[src/hdl/icr_pkg.sv]
package icr_pkg;

  localparam int QDepth   = 8;
  localparam int QPtrW    = $clog2(QDepth);
  localparam int QCntW    = QPtrW + 1;
  localparam int DivSteps = 25;
  localparam int DeltaW   = 37;

  localparam logic [15:0] CoefOne = 16'h8000;
  localparam logic [24:0] WOne    = 25'h100_0000;

  typedef struct packed {
    logic signed [31:0] ref_vel_x;
    logic signed [31:0] ref_vel_y;
    logic signed [31:0] oth_vel_x;
    logic signed [31:0] oth_vel_y;
    logic signed [15:0] normal_x;
    logic signed [15:0] normal_y;
    logic [31:0]        ref_mass;
    logic [31:0]        oth_mass;
    logic [48:0]        sep_mag;
    logic [16:0]        f15;
    logic               applied;
    logic               sat;
  } icr_item_t;

  typedef struct packed {
    logic signed [31:0] ref_new_vel_x;
    logic signed [31:0] ref_new_vel_y;
    logic signed [31:0] oth_new_vel_x;
    logic signed [31:0] oth_new_vel_y;
    logic               impulse_applied;
    logic               saturated;
  } icr_res_t;

endpackage

[src/hdl/icr_queue.sv]
module icr_queue (
  input  logic               clk_i,
  input  logic               rst_ni,
  input  logic               wr_i,
  input  icr_pkg::icr_item_t wr_item_i,
  input  logic               rd_i,
  output icr_pkg::icr_item_t rd_item_o,
  output logic               empty_o,
  output logic               full_o
);

  icr_pkg::icr_item_t              mem_q [icr_pkg::QDepth];
  logic [icr_pkg::QPtrW-1:0]       wptr_q, rptr_q;
  logic [icr_pkg::QCntW-1:0]       cnt_q;
  logic                            do_rd;

  assign empty_o   = (cnt_q == '0);
  // two slots held back for words still in the front stages
  assign full_o    = (cnt_q >= icr_pkg::QCntW'(icr_pkg::QDepth - 2));
  assign rd_item_o = mem_q[rptr_q];
  assign do_rd     = rd_i && !empty_o;

  always_ff @(posedge clk_i or negedge rst_ni) begin
    if (!rst_ni) begin
      wptr_q <= '0;
      rptr_q <= '0;
      cnt_q  <= '0;
    end else begin
      if (wr_i)  wptr_q <= wptr_q + 1'b1;
      if (do_rd) rptr_q <= rptr_q + 1'b1;
      cnt_q <= cnt_q + icr_pkg::QCntW'(wr_i) - icr_pkg::QCntW'(do_rd);
    end
  end

  always_ff @(posedge clk_i) begin
    if (wr_i) begin
      mem_q[wptr_q] <= wr_item_i;
    end
  end

endmodule

[config.mk]
export PLATFORM = sky130hd
export DESIGN_NAME = icr_queue
export DESIGN_NICKNAME = d
export VERILOG_FILES = /design/src/hdl/icr_pkg.sv /design/src/hdl/icr_queue.sv
export SDC_FILE = /design/constraint.sdc
export NUM_CORES = 2
export LEC_CHECK = 0
export ABC_CLOCK_PERIOD_IN_PS = 32600
export BUFFER_PORTS_ARGS = -buffer_cell sky130_fd_sc_hd__buf_2
export CORE_UTILIZATION = 29
export DETAILED_ROUTE_END_ITERATION = 8
export PLACE_DENSITY = 0.55
export SYNTH_ARGS = -nofsm -noshare
export SYNTH_HDL_FRONTEND = slang
export SYNTH_SLANG_ARGS = --single-unit
[constraint.sdc]
create_clock -name clk_i -period 32.6 [get_ports clk_i]
set_input_delay 1.63 -clock clk_i [delete_from_list [all_inputs] [get_ports clk_i]]
set_output_delay 1.63 -clock clk_i [all_outputs]
set_load 0.02 [all_outputs]
# == Yosys cells after proc, flatten, opt, wreduce, memory -nomap -nowiden ==
# Memory sizes are Yosys's and may differ from the RTL's.
# Cells that the tools add are included.
# W data, S select, Z words.
# totals
register_bits,10
ram_bits,2336
in_bits,296
out_inout_bits,294
elab_cells,14
mem_count,1
# classes
add_sub_neg,4
magnitude_cmp,1
n_mux,2
reduce_logical,3
# memory_table
name,depth,width,rd,rd_ports_with_merged_regs,write_ports,line,rtl
mem_q,8,292,1,0,1,icr_queue.sv:12,icr_pkg::icr_item_t mem_q [icr_pkg::QDepth];
# op_table
cell,count
$add A3 B1 Y3 const B,2
$add A4 B1 Y4,1
$ge A4 B3 Y1 const B,1
$logic_not A4 Y1,1
$sub A4 B1 Y4,1
$mux W1,2
$logic_and A1 B1 Y1,1
$logic_not A1 Y1,1

# == Longest topological paths before layout ==
# logic_depth
depth_word,4
depth_mapped,11
mapped_depth_nobuf,11

# == Least setup slack after synthesis ==
# Ideal clock, no wire load.
# synth_path
kind,input to register
start,in wr_i
end,mem mem_q[0][0] in the netlist's numbering (enable)
t_arrival_ps,21354
required_time_ps,31297
slack_ps,9943
cell_stages,2
path_cell_list,nand2b_1 -> nor3_1
# synth_via
elab_chain_len,2
# synth_lines
item,line,rtl
"start, declared",icr_queue.sv:4,"input logic wr_i,"
$mux W1,icr_queue.sv:36,if (wr_i) begin
$mux W1 (not written as such),icr_queue.sv:37,mem_q[wptr_q] <= wr_item_i;
"end, declared",icr_queue.sv:12,
# Every way passes these cells.

==> reports/qor.csv <==
metric,value,unit
worst_path_largest_cell_delay,0.86,ns
fmax,119.2,MHz
postCtsSetupRepairBufs,0,
cp_max_fo,47,
worst_r2r_endpoint,mem_q[5][149],
finalCritPeriodShare,0.2574,
setup_slack,24.21,ns
portBuffers,589,
required,30.97,ns
r2r_cells,5,
synth_top_area_cell,edfxtp_1,
design.portCount,590,
via_per_inst,4.631,
die_w,553.8,µm
rrSetupSlack,28.19,ns
gp_congestion,0.7242,
drtAntennaViolNets,0,
drc_errors,0,
endpoint_kind,output pin,
cp_num_buf_inv,6,
peakVddDrop,0.00007357,V
track_usage,0.1281,
cts_made_buffers,265,
rsz0062_at_grt,false,
seq_area_frac_synth,0.7972,
antenna_found_initial,93,
relSlewSlack,0.2346,
cts_buffer_depth,4,
cp-start-kind,flip-flop,
routedWlPerCell,23.90,µm
min_period,8.392,ns
die-area,306700,µm²
cts_max_level,5,
grt_pass1_wl,289900,µm
rr_startpoint,wptr_q[1],
worstMarginPinSlew,1.145,ns
skew,0.03826,ns
dr.pass1.iters,5,
synth_top_area_share,0.7943,
fp-row-count,202,
clk_latency,0.87,ns
synthCells,3431,
grt_overflow,0,
arrival,6.76,ns
drtIter0Drc,2805,
coreArea,302800,µm²
synth_seq_cells,2346,
leakage,0.03329,µW
crit_chain,"buf_4, buf_4, buf_4, buf_4, buf_4, mux4_2, mux2_2, buf_2",
start_util,0.2917,
dpl_worst_slack,24.72,ns
synth_cell_types,20,
wl,200800,µm
grt_max_degree,131,
cts_root_buffer,clkbuf_16,
final_net_count,4502,
syn_area,88310,µm²
synth_area_leaders,"edfxtp_1 (79%), mux4_2 (15%), mux2_2 (3.7%)",
ctsResizeCount,0,
syn_to_final_growth,18.34,%
clock_sinks,2346,
crit_type,flip-flop to output pin,
clkTransAtPathRegs,0.06,ns
hold_path_end,wptr_q[1],
grt_pass1_vias,40910,
cpMaxStageDelayCell,buf_4,
drv_cap,0,
powerDensity,94.87,nW/µm²
vias,38910,
setup_viol,0,
slew_violations,0,
cp_top_family,buffers and inverters,
cts_tree,done,
drive_gt1_frac,0.4374,
final.setup.tns,0,ns
avgSynthCellArea,25.74,µm²
ys.warnings.count,0,
hold_start,wptr_q[1],
hp-class,flip-flop to flip-flop,
whs_path_depth,1,
status,completed,
hpwl,112100,µm
hold_buffers,0,
crit_top_cell,buf_4,
final_hold_viol_count,0,
syn-num-nets,3736,
fp.dieH,553.8,µm
==> cell type report <==
cell class | count | area, µm²
clock buffers | 319 | 6918
fillers | 27920 | 198300
inverters | 7 | 26.28
diodes | 29 | 72.57
well taps | 3978 | 4977
clock inverters | 147 | 1698
repair buffers | 662 | 3608
multi-input cells | 915 | 16790
flip-flops and latches | 2346 | 70410
==> cell usage in the layout (no fill, tap or decap), drive strengths merged, types with 10 or more instances in the layout <==
cell type and count:
inv 26, bufinv 27, buf 662, clkbuf 319, mux4 584, mux2 294, edfxtp 2336, clkinv 95
diode 29, dfrtp 10
==> registers in the layout (all words and copies together) (netlist names) <==
signal and cells:
cnt_q 4, mem_q 2336, rptr_q 3, wptr_q 3
==> metal layers <==
metal | vias to the layer above | routed length, µm | GRT usage
met2 | 1076 | 92380 | 0.1979
met1 | 20940 | 86760 | 0.1725
met4 | 72 | 5347 | 0.03840
met5 | - | 460 | 0
li1 | 16430 | - | -
met3 | 396 | 15880 | 0.04009
==> per-stage QoR <==
stage          power, µW    util  cell area, µm²  hold slack [ns]  std cells
2_1_floorplan       6317       -           88310           0.5174       3431
3_3_place_gp        7095  0.3164           95820           0.5439       7908
3_5_place_dp        7122  0.3164           95820           0.5396       7908
4_1_cts            10100  0.3449          104400           0.5531       8374
5_1_grt            10340  0.3449          104400           0.5963       8379
6_report            9914  0.3451          104500           0.5583       8403
==> power by group <==
group / internal, µW / total [µW] / switching [µW]
sequential: 3790 / 3900 / 115
clock: 1740 / 2940 / 1200
combinational: 1270 / 3070 / 1800
total: 6800 / 9910 / 3120
==> cells in the mapped netlist <==
cell / instances
a21o_1: 1
a21oi_1: 1
buf_1: 7
buf_2: 54
buf_6: 62
clkbuf_1: 40
dfrtp_1: 10
edfxtp_1: 2336
fa_1: 1
ha_1: 8
inv_1: 7
mux2_2: 294
mux4_2: 584
nand2_1: 6
nand2b_1: 4
nor2_1: 7
nor3_1: 2
nor3b_1: 1
xnor2_1: 2
xor2_1: 4
==> cell families (layout without fill, tap and decap cells) <==
family / Yosys count / count (layout) / synth area share
and+or+nand+nor: 20 / 20 / 0.001034
DFF: 2346 / 2346 / 0.7972
buffers and inverters: 170 / 1135 / 0.01326
xor gates and xnor gates: 6 / 6 / 0.0005951
muxes: 878 / 878 / 0.1864
adders and majority gates: 9 / 9 / 0.001360
AOI/OAI and AO/OA: 2 / 2 / 0.0001417
other: 0 / 29 / 0
==> worst max-delay path by stage <==
stage	startpoint	to	slack (ns)	depth (start not counted)
6_report	rptr_q[0]	rd_item_o[104]	24.21	8
5_1_grt	rptr_q[0]	rd_item_o[55]	23.40	8
4_1_cts	rptr_q[0]	rd_item_o[59]	23.76	8
3_5_place_dp	rptr_q[0]	rd_item_o[59]	24.72	8
3_3_place_gp	rptr_q[0]	rd_item_o[104]	24.75	8
2_1_floorplan	wr_i	mem_q[0][0]	9.94	2
Power figures use the tool's default switching activity.
