File: src/hdl/icr_pkg.sv
package icr_pkg;

  localparam int QDepth   = 8;
  localparam int QPtrW    = $clog2(QDepth);
  localparam int QCntW    = QPtrW + 1;
  localparam int DivSteps = 25;
  localparam int DeltaW   = 37;

  localparam logic [15:0] CoefOne = 16'h8000;
  localparam logic [24:0] WOne    = 25'h100_0000;

  typedef struct packed {
    logic signed [31:0] ref_vel_x;
    logic signed [31:0] ref_vel_y;
    logic signed [31:0] oth_vel_x;
    logic signed [31:0] oth_vel_y;
    logic signed [15:0] normal_x;
    logic signed [15:0] normal_y;
    logic [31:0]        ref_mass;
    logic [31:0]        oth_mass;
    logic [48:0]        sep_mag;
    logic [16:0]        f15;
    logic               applied;
    logic               sat;
  } icr_item_t;

  typedef struct packed {
    logic signed [31:0] ref_new_vel_x;
    logic signed [31:0] ref_new_vel_y;
    logic signed [31:0] oth_new_vel_x;
    logic signed [31:0] oth_new_vel_y;
    logic               impulse_applied;
    logic               saturated;
  } icr_res_t;

endpackage

File: src/hdl/icr_front.sv
module icr_front (
  input  logic                  clk_i,
  input  logic                  rst_ni,
  input  logic                  in_vld_i,
  input  logic signed [31:0]    ref_vel_x_i,
  input  logic signed [31:0]    ref_vel_y_i,
  input  logic signed [31:0]    oth_vel_x_i,
  input  logic signed [31:0]    oth_vel_y_i,
  input  logic signed [15:0]    normal_x_i,
  input  logic signed [15:0]    normal_y_i,
  input  logic [31:0]           ref_mass_i,
  input  logic [31:0]           oth_mass_i,
  input  logic [15:0]           ref_hardness_i,
  input  logic [15:0]           ref_elasticity_i,
  input  logic [15:0]           oth_hardness_i,
  input  logic [15:0]           oth_elasticity_i,
  output logic                  item_vld_o,
  output icr_pkg::icr_item_t    item_o
);

  function automatic logic [15:0] clamp_coef(input logic [15:0] v);
    clamp_coef = (v > icr_pkg::CoefOne) ? icr_pkg::CoefOne : v;
  endfunction

  logic signed [32:0] rvx_d, rvy_d;
  logic signed [48:0] px_d, py_d;

  logic               f1_vld_q;
  logic signed [48:0] f1_px_q, f1_py_q;
  logic signed [31:0] f1_rvx_q, f1_rvy_q, f1_ovx_q, f1_ovy_q;
  logic signed [15:0] f1_nx_q, f1_ny_q;
  logic [31:0]        f1_mr_q, f1_mo_q;
  logic [15:0]        f1_hr_q, f1_er_q, f1_ho_q, f1_eo_q;

  logic signed [49:0] sep;
  logic               sep_pos, applied, clamp_any;
  logic [15:0]        hr, er, ho, eo;
  logic [31:0]        rest;
  logic [32:0]        f15_sum;

  logic               item_vld_q;
  icr_pkg::icr_item_t item_d, item_q;

  assign rvx_d = 33'(ref_vel_x_i) - 33'(oth_vel_x_i);
  assign rvy_d = 33'(ref_vel_y_i) - 33'(oth_vel_y_i);
  assign px_d  = 49'(rvx_d) * 49'(normal_x_i);
  assign py_d  = 49'(rvy_d) * 49'(normal_y_i);

  always_ff @(posedge clk_i) begin
    if (in_vld_i) begin
      f1_px_q  <= px_d;
      f1_py_q  <= py_d;
      f1_rvx_q <= ref_vel_x_i;
      f1_rvy_q <= ref_vel_y_i;
      f1_ovx_q <= oth_vel_x_i;
      f1_ovy_q <= oth_vel_y_i;
      f1_nx_q  <= normal_x_i;
      f1_ny_q  <= normal_y_i;
      f1_mr_q  <= ref_mass_i;
      f1_mo_q  <= oth_mass_i;
      f1_hr_q  <= ref_hardness_i;
      f1_er_q  <= ref_elasticity_i;
      f1_ho_q  <= oth_hardness_i;
      f1_eo_q  <= oth_elasticity_i;
    end
  end

  always_comb begin
    sep       = 50'(f1_px_q) + 50'(f1_py_q);
    sep_pos   = !sep[49] && (sep != '0);
    applied   = ((f1_nx_q != '0) || (f1_ny_q != '0)) && !sep_pos &&
                ((f1_mr_q != '0) || (f1_mo_q != '0));
    hr        = clamp_coef(f1_hr_q);
    er        = clamp_coef(f1_er_q);
    ho        = clamp_coef(f1_ho_q);
    eo        = clamp_coef(f1_eo_q);
    clamp_any = (f1_hr_q > icr_pkg::CoefOne) || (f1_er_q > icr_pkg::CoefOne) ||
                (f1_ho_q > icr_pkg::CoefOne) || (f1_eo_q > icr_pkg::CoefOne);
    rest      = (32'(hr) * 32'(eo)) + (32'(er) * 32'(ho));
    f15_sum   = 33'(rest) + 33'h4000_4000;

    item_d.ref_vel_x = f1_rvx_q;
    item_d.ref_vel_y = f1_rvy_q;
    item_d.oth_vel_x = f1_ovx_q;
    item_d.oth_vel_y = f1_ovy_q;
    item_d.normal_x  = f1_nx_q;
    item_d.normal_y  = f1_ny_q;
    item_d.ref_mass  = f1_mr_q;
    item_d.oth_mass  = f1_mo_q;
    item_d.sep_mag   = 49'(-sep);
    item_d.f15       = f15_sum[31:15];
    item_d.applied   = applied;
    item_d.sat       = applied && clamp_any;
  end

  always_ff @(posedge clk_i or negedge rst_ni) begin
    if (!rst_ni) begin
      f1_vld_q   <= 1'b0;
      item_vld_q <= 1'b0;
    end else begin
      f1_vld_q   <= in_vld_i;
      item_vld_q <= f1_vld_q;
    end
  end

  always_ff @(posedge clk_i) begin
    if (f1_vld_q) begin
      item_q <= item_d;
    end
  end

  assign item_vld_o = item_vld_q;
  assign item_o     = item_q;

endmodule

File: config.mk
export PLATFORM = sky130hd
export DESIGN_NAME = icr_front
export DESIGN_NICKNAME = d
export VERILOG_FILES = /design/src/hdl/icr_pkg.sv /design/src/hdl/icr_front.sv
export SDC_FILE = /design/constraint.sdc
export NUM_CORES = 2
export LEC_CHECK = 0
export ABC_CLOCK_PERIOD_IN_PS = 8000
export BUFFER_PORTS_ARGS = -buffer_cell sky130_fd_sc_hd__buf_2
export CAP_MARGIN = 20
export CORE_MARGIN = 2
export CORE_UTILIZATION = 45
export DETAILED_ROUTE_END_ITERATION = 6
export HOLD_SLACK_MARGIN = 0.15
export PLACE_DENSITY = 0.68
export SYNTH_ARGS = -nofsm -noshare
export SYNTH_HDL_FRONTEND = slang
export SYNTH_SLANG_ARGS = --single-unit
File: constraint.sdc
create_clock -name clk_i -period 8 [get_ports clk_i]
set_input_delay 0.4 -clock clk_i [delete_from_list [all_inputs] [get_ports clk_i]]
set_output_delay 0.4 -clock clk_i [all_outputs]
set_load 0.02 [all_outputs]
# Yosys cells after proc, flatten, opt, wreduce, memory -nomap -nowiden

Cells that the tools add are included.
W data, S select, Z words.

Flip-flop bits (word level): 680
Output and inout port bits: 293
Word-level logic and storage cells: 62

$add $sub $neg: 6
$mul: 4
$lt $le $gt $ge: 4
Multiplexer cells: 4
Reductions and logical operators: 16

Operator list:

| kind                     | count |
|---|---|
| $mul A33 B16 Y49         | 2 |
| $sub A32 B32 Y33         | 2 |
| $gt A16 B16 Y1 const B   | 4 |
| $mul A16 B16 Y32         | 2 |
| $mux W16                 | 4 |
| $reduce_bool A32 Y1      | 2 |
| $add A49 B49 Y50         | 1 |
| $reduce_bool A50 Y1      | 1 |
| $neg A49 Y49             | 1 |
| $add A32 B31 Y32 const B | 1 |
| $add A32 B32 Y32         | 1 |
| $reduce_bool A16 Y1      | 2 |
| $logic_or A1 B1 Y1       | 5 |
| $logic_and A1 B1 Y1      | 4 |
| $logic_not A1 Y1         | 2 |

# Longest topological paths before layout

Depth after elaboration: 7
Mapped depth: 39
Depth with buffers taken out: 39

# Worst setup path after synthesis

OpenSTA, ideal clock, no wires.

Path kind: input to register
Start: in ref_vel_x_i[0]
End: reg f1_px_q[48], data pin
Setup time: 0.260 ns
Data arrival time: 8.806 ns
Data required time: 7.740 ns
Path slack: -1.066 ns
Stages on the path: 34
Buffers on the path: 1
Cells stage by stage: inv_1 > ha_1 > fa_1 > o21ai_0 > a21oi_1 > o21ai_0 > a32oi_1 > o21ai_0 > a21oi_1 > o31ai_1 > a21oi_1 > o311ai_0 > clkbuf_1 > nand2_1 > fa_1 > fa_1 > fa_1 > inv_1 > fa_1 > fa_1 > inv_1 > fa_1 > inv_1 > ha_1 > inv_1 > or3_1 > o41a_1 > o31ai_2 > a41oi_1 > o21ba_2 > o31a_1 > o21bai_1 > a21oi_1 > xnor2_1

Longest elaborated chain between the ends: 2

Ends and longest elaborated chain:

| what                 | RTL line        | source |
|---|---|---|
| start, declared      | icr_front.sv:5  | `input logic signed [31:0] ref_vel_x_i,` |
| $sub A32 B32 Y33     | icr_front.sv:44 | `assign rvx_d = 33'(ref_vel_x_i) - 33'(oth_vel_x_i);` |
| $mul A33 B16 Y49     | icr_front.sv:46 | `assign px_d = 49'(rvx_d) * 49'(normal_x_i);` |
| named net px_d[48]   | icr_front.sv:26 | `logic signed [48:0] px_d, py_d;` |
| end signal, assigned | icr_front.sv:51 | `f1_px_q <= px_d;` |
| end, declared        | icr_front.sv:29 | `logic signed [48:0] f1_px_q, f1_py_q;` |

The timed path passes the listed nets, and every way through them passes these cells.
A chain may end at the register's enable or synchronous reset.

# Worst setup path in the final report

Start: reg f1_eo_q[0]
End: reg item_q, in the netlist item_o[12], data pin

Longest elaborated chain between the ends: 5

Ends and longest elaborated chain:

| what                   | RTL line         | source |
|---|---|---|
| start, declared        | icr_front.sv:33  | `logic [15:0] f1_hr_q, f1_er_q, f1_ho_q, f1_eo_q;` |
| start signal, assigned | icr_front.sv:64  | `f1_eo_q <= oth_elasticity_i;` |
| $gt A16 B16 Y1         | icr_front.sv:22  | `clamp_coef = (v > icr_pkg::CoefOne) ? icr_pkg::CoefOne : v;` |
| $mux W16 (*)           | icr_front.sv:22  |  |
| $mul A16 B16 Y32 (*)   | icr_front.sv:79  | `rest = (32'(hr) * 32'(eo)) + (32'(er) * 32'(ho));` |
| $add A32 B32 Y32 (*)   | icr_front.sv:79  |  |
| $add A32 B31 Y32 (*)   | icr_front.sv:80  | `f15_sum = 33'(rest) + 33'h4000_4000;` |
| named net f15_sum[25]  | icr_front.sv:39  | `logic [32:0] f15_sum;` |
| end signal, assigned   | icr_front.sv:108 | `item_q <= item_d;` |
| end, declared          | icr_front.sv:42  | `icr_pkg::icr_item_t item_d, item_q;` |

Mark *: on every way through the listed nets, which the timed path passes. The rest lies on a longest branch.

==> parameters.txt <==
Parameter                              Value

Clock tree
  Number of H-tree branching levels ... 3
  Master cell of the clock root buffer ... sky130_fd_sc_hd__clkbuf_16
  CTS sink count ... 680
  Clock-pin slew reported for the worst setup and hold paths after clock tree synthesis ... 0.07 ns
  Clock insertion delay at the later pin of the skew report ... 0.72 ns
  Clock tree from TritonCTS ... done
  TritonCTS Buffers ... 77
  Clock Path Buffers ... 3

Layout
  Post-layout instance count excluding filler cells ... 11900
  Final #Nets ... 11700
  Most used cells in the layout excluding fill and tap cells ... sky130_fd_sc_hd__inv_1 (1627), sky130_fd_sc_hd__fa_1 (1398), sky130_fd_sc_hd__nand2_1 (928)
  Final standard cell area without fillers ... 101000 µm²
  Final core utilization ... 56.6%
  Leading cell type in the layout, fill and taps excluded ... sky130_fd_sc_hd__inv_1
  Signed area change from the synthesized netlist to the final layout ... 24.6%
  Fraction of layout cells with a size suffix above 1 ... 22.1%

Detailed routing
  # DRC ... 0
  Vias after detailed routing ... 60800
  Drt first-iter violations ... 3633
  DRT Pass-1 Iters ... 5
  Overall routed net length ... 231 mm
  Remaining antenna violation count after routing ... 0
  Average wire length per cell after detail routing ... 19.4 µm
  Vias per cell ... 5.12

Yosys
  Sequential area share after synthesis ... 25.1%
  Number of flops mapped to enable cells by yosys ... 678
  Top post-synthesis cells by area ... sky130_fd_sc_hd__fa_1 (36%), sky130_fd_sc_hd__edfxtp_1 (25%), sky130_fd_sc_hd__ha_1 (8.4%)
  Area fraction of the dominant cell type after synthesis ... 35.7%
  Count of mapped cells out of synthesis ... 7842
  Total standard cell area after synthesis ... 81200 µm²
  Post-synthesis average cell area ... 10.4 µm²
  Top_reg_cell synth ... sky130_fd_sc_hd__edfxtp_1
  Distinct cell type count after synthesis ... 97
  Async set-reset flop share out of synthesis ... 0.294%
  Syn_nets ... 10100
  Cell taking the most area after synthesis ... sky130_fd_sc_hd__fa_1
  Count of state elements after synthesis ... 680
  Yosys Warn Count ... 0

Global routing
  GRT Residual Overflow ... 0
  Largest net degree at the start of global routing ... 155
  First-pass GRT wire length ... 364 mm
  Number of antenna violations at the first check in global routing ... 7
  Global Route Usage Sum ... 25.3%
  Number of global-route vias before repair ... 67300

Worst hold path
  Number of stages on the worst hold path ... 1
  Hold Path Class ... primary input to flip-flop

Placed design
  Number of placed cells counting well taps ... 11400
  Final weighted congestion of routability-driven global placement ... 0.944
  HPWL reported at the end of detailed placement ... 183 mm
  Buffers on Ports ... 583
  Total cell area at the placement stage ... 92900 µm²

Worst setup path
  Worst reg-to-reg setup slack ... -0.45 ns
  Required @ worst endpoint ... 8.43 ns
  Kind of start point of the critical path ... flip-flop
  CP arrival ... 8.89 ns
  Largest fanout on the critical path ... 6
  Critical path class ... flip-flop to flip-flop
  Cell repeated most along the worst path ... sky130_fd_sc_hd__fa_1
  Worst reg-to-reg path cell count ... 32
  Slowest cell on the critical path ... sky130_fd_sc_hd__fa_2
  Kind of capture point of the worst setup path ... flip-flop
  CP peak stage delay ... 0.59 ns

Timing
  Final number of max-transition violations ... 0
  Share of the clock period used by the worst path ... 106%
  RSZ-0062 raised after global routing ... true
  Minimum clock period ... 8.45 ns
  Transition time of the tightest slew-check pin ... 1.09 ns
  Final setup fails ... 13
  Max Clk Rate ... 118 MHz
  Worst slew slack as a fraction of its limit ... 27.2%
  Crit path setup slack, layout ... -0.453 ns
  Final Skew ... 0.0374 ns
  Count of final hold-check violations ... 0

Floorplanning
  Floorplan die height ... 429 µm
  Initial Utilization ... 45.4%
  Die area ... 184000 µm²
  Width of the chip ... 429 µm
  Number of top-level pins ... 584
  Floorplan Core Area ... 179000 µm²
  # rows ... 155

Job
  Number of maximum-capacitance violations ... 0

Run status
  Failing checks ... setup timing
  Run status ... finished with violations
-- state kept, by name, summed over array words and instances, names as in the netlist --
register and flops:
f1_ovy_q 32, f1_nx_q 16, item_vld_o 1, f1_eo_q 16, f1_ovx_q 32, f1_hr_q 16, f1_mr_q 32, f1_mo_q 32
f1_rvy_q 32, f1_py_q 49, f1_ho_q 16, f1_vld_q 1, f1_rvx_q 32, f1_px_q 49, item_o 292, f1_er_q 16
f1_ny_q 16
-- per-layer routing --
metal  share of wire [%]  global-route usage (%)  vias to the layer above
li1                    -                       -                    27500
met1                  37                    29.7                    31100
met2                  52                    45.5                     1740
met3                 4.8                    3.06                      529
met4                 5.5                    12.7                        2
met5              0.0048                       0                        -
-- synthesized netlist by cell type, types with 73 or more instances --
library cell                  n
sky130_fd_sc_hd__a21o_1     126
sky130_fd_sc_hd__a21oi_1    200
sky130_fd_sc_hd__and2_1     424
sky130_fd_sc_hd__clkbuf_1   260
sky130_fd_sc_hd__edfxtp_1   678
sky130_fd_sc_hd__fa_1      1448
sky130_fd_sc_hd__ha_1       547
sky130_fd_sc_hd__inv_1     1663
sky130_fd_sc_hd__nand2_1    966
sky130_fd_sc_hd__nand2b_1    73
sky130_fd_sc_hd__nor2_1     433
sky130_fd_sc_hd__nor2b_1    114
sky130_fd_sc_hd__o21ai_0     97
sky130_fd_sc_hd__xnor2_1    197
-- cell families (layout without fill, tap and decap cells) --
logic type                 after synthesis  after routing  share of synthesized area (%)
and+or+nand+nor                       2297           2298                           13.4
adders and majority gates             1995           1995                           44.1
buffers and inverters                 1943           3612                           9.03
DFF                                    680            680                           25.1
AOI/OAI and AO/OA                      662            663                           5.42
xor gates and xnor gates               258            259                           2.78
muxes                                    7              7                         0.0909
other                                    0              7                              0
-- timing repair --
action | 4_1_cts | 5_1_grt
hold endpoints to repair | 289 | 0
pin swaps | 116 | 246
hold buffers | 274 | 0
cloned | 1 | 3
buffers inserted | 47 | 69
endpoints found under the setup margin | 41 | 47
resized for setup | 153 | 330
-- path summary, 6_finish.rpt --
check | from | endpoint
setup reg to reg | f1_eo_q[0]$_DFFE_PP_ | item_o[12]$_DFFE_PP_
max in group asynchronous | rst_ni | f1_vld_q$_DFF_PN0_
hold reg to reg | f1_ovy_q[15]$_DFFE_PP_ | item_o[179]$_DFFE_PP_
setup / recovery | f1_eo_q[0]$_DFFE_PP_ | item_o[12]$_DFFE_PP_
hold / removal | normal_x_i[8] | f1_nx_q[8]$_DFFE_PP_
min in group asynchronous | rst_ni | item_vld_o$_DFF_PN0_
-- cell type report --
type | count | area [µm²]
Tap cell | 2355 | 2950
Fill cell | 15100 | 77700
Antenna cell | 7 | 17.5
Sequential cell | 680 | 20400
Clock buffer | 95 | 2050
Timing Repair Buffer | 1812 | 13300
Clock inverter | 41 | 513
Multi-Input combinational cell | 5222 | 55600
Inverter | 1664 | 6260
-- worst max-delay path, delay by kind of cell (launching register included) --
family / cells / cell delay [ns]
fa+ha+maj: 9 / 4.07
xor+xnor: 1 / 0.12
flops: 1 / 0.44
compound gates: 7 / 1.37
simple gates: 9 / 1.48
buf+inv: 6 / 0.67
-- metrics by stage --
step | hold slack, ns | TNS [ns] | worst slack [ns]
after floorplan | 0.104 | -1.44 | -0.373
after global placement | 0.190 | -35.14 | -1.09
after detailed placement | 0.191 | -41.97 | -1.24
after CTS | 0.151 | -0.957 | -0.326
after global routing | 0.172 | -9.72 | -0.758
final | 0.226 | -2.33 | -0.453
Power is not shown: default switching activity piles up to over one toggle a cycle in this logic, so the estimate is an artifact.
